$ cat src/tgsbc_pkg.sv
// ----------------------------------------------------------------------------
// tgsbc_pkg
// Shared types, constants and helpers of the tile grid swept box collision.
// ----------------------------------------------------------------------------
package tgsbc_pkg;

  // grid geometry
  localparam int unsigned COL_BITS  = 6;
  localparam int unsigned ROW_BITS  = 6;
  localparam int unsigned ADDR_BITS = COL_BITS + ROW_BITS;
  localparam int unsigned COLS_MAX  = 1 << COL_BITS;
  localparam int unsigned ROWS_MAX  = 1 << ROW_BITS;
  localparam int unsigned FRAC_BITS = 4;

  // divider widths: dividend magnitude, divisor, signed quotient
  localparam int unsigned DVD_W = 20;
  localparam int unsigned DSR_W = 9 + FRAC_BITS;
  localparam int unsigned CNT_W = 5;
  localparam int unsigned QS_W  = DVD_W + 1;

  // wall bits of a tile flag byte
  localparam int unsigned WALL_N = 0;
  localparam int unsigned WALL_E = 1;
  localparam int unsigned WALL_S = 2;
  localparam int unsigned WALL_W = 3;

  typedef enum logic [1:0] {
    CMD_SET     = 2'd0,
    CMD_CLR     = 2'd1,
    CMD_SWEEP_H = 2'd2,
    CMD_SWEEP_V = 2'd3
  } cmd_e;

  typedef enum logic [1:0] {
    REG_MAP_W  = 2'd0,
    REG_MAP_H  = 2'd1,
    REG_TILE_W = 2'd2,
    REG_TILE_H = 2'd3
  } reg_e;

  typedef logic [ADDR_BITS-1:0] addr_t;

  typedef struct packed {
    logic       we;
    addr_t      waddr;
    logic [7:0] wdata;
    addr_t      raddr;
  } mem_req_t;

  typedef struct packed {
    logic             start;
    logic [DVD_W-1:0] dividend;
    logic [DSR_W-1:0] divisor;
  } div_req_t;

  typedef struct packed {
    logic             done;
    logic [DVD_W-1:0] quo;
    logic             rem_nz;
  } div_rsp_t;

  // saturate to 18 bits signed
  function automatic logic [17:0] sat18(input logic signed [QS_W-1:0] v);
    logic [17:0] r;
    if (v > QS_W'(131071)) r = 18'h1FFFF;
    else if (v < -QS_W'(131072)) r = 18'h20000;
    else r = v[17:0];
    return r;
  endfunction

  // saturate to 14 bits signed
  function automatic logic [13:0] sat14(input logic signed [QS_W-1:0] v);
    logic [13:0] r;
    if (v > QS_W'(8191)) r = 14'h1FFF;
    else if (v < -QS_W'(8192)) r = 14'h2000;
    else r = v[13:0];
    return r;
  endfunction

endpackage

$ cat src/tgsbc_div.sv
// ----------------------------------------------------------------------------
// tgsbc_div
// Restoring unsigned divider, one quotient bit per cycle.
// ----------------------------------------------------------------------------
module tgsbc_div
  import tgsbc_pkg::*;
(
  input  logic     clk_i,
  input  logic     rst_ni,
  input  div_req_t req_i,
  output div_rsp_t rsp_o
);

  logic             busy_q, busy_d;
  logic             done_q, done_d;
  logic [CNT_W-1:0] cnt_q, cnt_d;
  logic [DVD_W-1:0] acc_q, acc_d;
  logic [DSR_W-1:0] rem_q, rem_d;
  logic [DSR_W-1:0] dsr_q, dsr_d;
  logic [DSR_W:0]   shifted;
  logic             fits;

  // one restoring step
  assign shifted = {rem_q, acc_q[DVD_W-1]};
  assign fits    = shifted >= {1'b0, dsr_q};

  always_comb begin
    busy_d = busy_q;
    done_d = 1'b0;
    cnt_d  = cnt_q;
    acc_d  = acc_q;
    rem_d  = rem_q;
    dsr_d  = dsr_q;
    if (req_i.start) begin
      busy_d = 1'b1;
      cnt_d  = '0;
      acc_d  = req_i.dividend;
      rem_d  = '0;
      dsr_d  = req_i.divisor;
    end else if (busy_q) begin
      rem_d = fits ? DSR_W'(shifted - {1'b0, dsr_q}) : shifted[DSR_W-1:0];
      acc_d = {acc_q[DVD_W-2:0], fits};
      cnt_d = cnt_q + CNT_W'(1);
      if (cnt_q == CNT_W'(DVD_W - 1)) begin
        busy_d = 1'b0;
        done_d = 1'b1;
      end
    end
  end

  always_ff @(posedge clk_i or negedge rst_ni) begin
    if (!rst_ni) begin
      busy_q <= 1'b0;
      done_q <= 1'b0;
      cnt_q  <= '0;
    end else begin
      busy_q <= busy_d;
      done_q <= done_d;
      cnt_q  <= cnt_d;
    end
  end

  always_ff @(posedge clk_i) begin
    acc_q <= acc_d;
    rem_q <= rem_d;
    dsr_q <= dsr_d;
  end

  assign rsp_o.done   = done_q;
  assign rsp_o.quo    = acc_q;
  assign rsp_o.rem_nz = |rem_q;

endmodule

$ cat config.mk
export PLATFORM = sky130hd
export DESIGN_NAME = tgsbc_div
export DESIGN_NICKNAME = d
export VERILOG_FILES = /design/src/tgsbc_pkg.sv /design/src/tgsbc_div.sv
export SDC_FILE = /design/constraint.sdc
export NUM_CORES = 1
export LEC_CHECK = 0
export ABC_AREA = 1
export ABC_CLOCK_PERIOD_IN_PS = 2350
export BUFFER_PORTS_ARGS = -buffer_cell sky130_fd_sc_hd__clkbuf_2
export CAP_MARGIN = 20
export CELL_PAD_IN_SITES_DETAIL_PLACEMENT = 0
export CELL_PAD_IN_SITES_GLOBAL_PLACEMENT = 1
export CORE_MARGIN = 5
export CORE_UTILIZATION = 37
export DETAILED_ROUTE_END_ITERATION = 7
export PLACE_DENSITY = 0.74
export SETUP_SLACK_MARGIN = 0.4
export SLEW_MARGIN = 10
export SYNTH_ARGS = -nofsm -noshare
export SYNTH_HDL_FRONTEND = slang
export SYNTH_SLANG_ARGS = --single-unit
$ cat constraint.sdc
create_clock -name clk_i -period 2.35 [get_ports clk_i]
set_clock_uncertainty 0.2 [all_clocks]
set_input_delay 0 -clock clk_i [delete_from_list [all_inputs] [get_ports clk_i]]
set_output_delay 0 -clock clk_i [all_outputs]
set_load 0.05 [all_outputs]
==> results.sh <==
export IMPL_status="completed"
export IMPL_ys_seq_area_frac=0.450
export IMPL_tightest_slew_ns=0.752
export IMPL_postRouteAntennaNets=0
export IMPL_avgSynthCellArea_um2=7.82
export IMPL_fillCellCount=791
export IMPL_rows=33
export IMPL_die_width_um=103
export IMPL_clk_pin_slew_worst_paths_ns=0.09
export IMPL_clockBufferDepth=2
export IMPL_reg2reg_from="acc_q[19]"
export IMPL_fin_crit_sh=0.907
export IMPL_cts_buffers=5
export IMPL_ys_ff_latch=53
export IMPL_grt_pass1_vias=2909
export IMPL_drt_iter0_markers=110
export IMPL_io_pin_count=58
export IMPL_synth_flop_cell="edfxtp_1"
export IMPL_rsz0062_at_grt="yes"
export IMPL_setup_tns_ns=0
export IMPL_cp_max_fo=6
export IMPL_grt_pass1_wl_um=13600
export IMPL_fmax_mhz=469
export IMPL_cp_end_kind="register"
export IMPL_nets=559
export IMPL_cp_start_kind="register"
export IMPL_wl_per_cell_um=13.3
export IMPL_grt_busiest_layer="met2"
export IMPL_synth_cells=405
export IMPL_synth_edff_count=33
export IMPL_arrival_ns=2.19
export IMPL_fin_crit_ns=2.13
export IMPL_ctsRootBufferMaster="clkbuf_8"
export IMPL_dr_pass1_iters=4
export IMPL_cts_tree="built"
export IMPL_grt_util_met1=0.226
export IMPL_routabilityCongestion=0.838
export IMPL_synthesis_nets=456
export IMPL_grt_start_max_net_pins=36
export IMPL_power_density_mw_per_mm2=873
export IMPL_post_dp_hpwl_um=5930
export IMPL_max_cap_violations=0
export IMPL_path_class="reg2reg"
export IMPL_core_area_mm2=0.00830
export IMPL_timing_hold_ws_ns=0.203
export IMPL_vias_per_cell=4.68
export IMPL_grt_overflow=0
export IMPL_holdCritStartpoint="req_i[7]"
export IMPL_drv_slew=0
export IMPL_vias=2873
export IMPL_antennaDiodeCount=0
export IMPL_clkLatencyLatePin_ns=0.30
export IMPL_die_h_um=103
export IMPL_grt_use_met2=0.264
export IMPL_ys_warnings_count=0
export IMPL_track_usage=0.165
export IMPL_crit_required_ns=2.41
export IMPL_syn_area_mm2=0.00317
export IMPL_area_growth_pct=33.8
export IMPL_start_util=0.382
export IMPL_placement_io_buffers=57
export IMPL_ir_drop_mv=0.449
export IMPL_drive_gt1_frac=0.240
export IMPL_regToRegSetupSlack_ns=0.22
export IMPL_async_flop_share=0.132
export IMPL_hp_class="in2reg"
export IMPL_final_setup_viol_count=0
export IMPL_antenna_found_initial=0
export IMPL_p_leak_nw=2.17
export IMPL_htree_levels=2
export IMPL_max_slew_margin=0.498
export IMPL_drc=0
export IMPL_dieArea_mm2=0.0105
export IMPL_hold_violations=0
export IMPL_use_met3=0.0332
export IMPL_cp_startpoint="acc_q[19]"
export IMPL_routed_wl_um=8140
export IMPL_final_util=0.511
export IMPL_yosysUniqueCellTypes=30
export IMPL_cts_sinks=53
==> cell usage in the layout, fill, tap and decap left out, types with 3 or more instances in the layout <==
cell	instances
nor2_2	4
nor3_1	5
buf_4	10
clkbuf_8	5
nand3_2	8
edfxtp_1	33
dfxtp_1	13
nand4_1	19
nand3_4	6
nand2_1	146
inv_2	7
nand3_1	21
nor2_1	12
ha_1	13
a21oi_1	6
o21ai_0	5
nand2_2	9
clkbuf_2	57
inv_1	61
o21ai_1	3
dlygate4sd3_1	36
dfrtp_1	7
==> where the power goes <==
group	internal [W]	leakage [nW]	switching, W
Clock	0.000274	0.0534	0.000296
Combinational	0.000688	1.57	0.00118
Sequential	0.00114	0.545	0.000127
Total	0.00210	2.17	0.00160
==> cells by family after synthesis <==
logic type	share of synthesized area
AND/OR/NAND/NOR	0.342
buffers and inverters	0.103
flip-flops	0.450
AO/OA/AOI/OAI	0.0300
adder cells (fa/ha/maj)	0.0616
XOR/XNOR	0.0138
==> registers in the layout (all words and copies together), names as in the netlist <==
| name | flops |
|---|---|
| dsr_q | 13 |
| rem_q | 13 |
| busy_q | 1 |
| acc_q | 20 |
| done_q | 1 |
| cnt_q | 5 |
==> cell type report <==
| class | count | area, um^2 | share of cell area |
|---|---|---|---|
| multi-input cells | 272 | 1520 | 0.359 |
| inverters | 69 | 262 | 0.0617 |
| well taps | 105 | 131 | 0.0310 |
| flip-flops and latches | 53 | 1430 | 0.336 |
| repair buffers | 107 | 795 | 0.187 |
| clock inverters | 1 | 5.00 | 0.00118 |
| clock buffers | 7 | 97.6 | 0.0230 |
==> stage by stage <==
stage | std cells | total power (W) | instance area (um^2) | setup WS (ns)
floorplan | 405 | 0.00252 | 3170 | -0.110
global placement | 564 | 0.00294 | 3600 | 0.210
detailed placement | 564 | 0.00294 | 3600 | 0.139
CTS | 614 | 0.00368 | 4210 | 0.187
global route | 614 | 0.00400 | 4240 | 0.0771
finish | 614 | 0.00370 | 4240 | 0.219
==> synth_stat cells (all sizes together) (7+ instances only) <==
cell	instances	area share
nand2	156	0.19
nor2	18	0.029
edfxtp	33	0.31
inv	69	0.082
ha	14	0.055
a21oi	7	0.015
nand4	20	0.041
dfrtp	7	0.055
dfxtp	13	0.082
nand3	34	0.069
buf	7	0.015
o21ai	9	0.015
==> worst max-delay path, stage by stage (launching register included) <==
cell and delay [ns]:
edfxtp_1 0.41, inv_2 0.09, ha_4 0.13, inv_4 0.03, fa_2 0.33, nand2_1 0.07, nand2_1 0.05, nand3_1 0.08
nand2_2 0.07, nand2_4 0.13, nand3_4 0.13, buf_12 0.17, nand3_2 0.06, nand3_2 0.06, nand2_1 0.06
==> path summary, 6_finish.rpt <==
path / to / cells after the start
hold / removal: dsr_q[7] / 2
max in group asynchronous: cnt_q[2] / 3
setup / recovery: rem_q[8] / 14
setup reg to reg: rem_q[8] / 14
min in group asynchronous: cnt_q[3] / 3
hold reg to reg: rem_q[5] / 2
==> routing by layer <==
| layer | wire length, um | vias to the layer above |
|---|---|---|
| met5 | 0 | - |
| met4 | 138 | 0 |
| met2 | 3760 | 62 |
| met1 | 3900 | 1308 |
| met3 | 343 | 9 |
| li1 | - | 1494 |
==> repair_timing <==
| item | 4_1_cts | 5_1_grt |
|---|---|---|
| hold buffers | 36 | 0 |
| resized for setup | 18 | 7 |
| setup endpoints to repair | 14 | 14 |
| setup buffers | 4 | 0 |
| endpoints found under the hold margin | 49 | 0 |
| gates cloned | 2 | 0 |
| pin swaps | 10 | 8 |
Note: power is estimated with default switching activity, not from simulation.
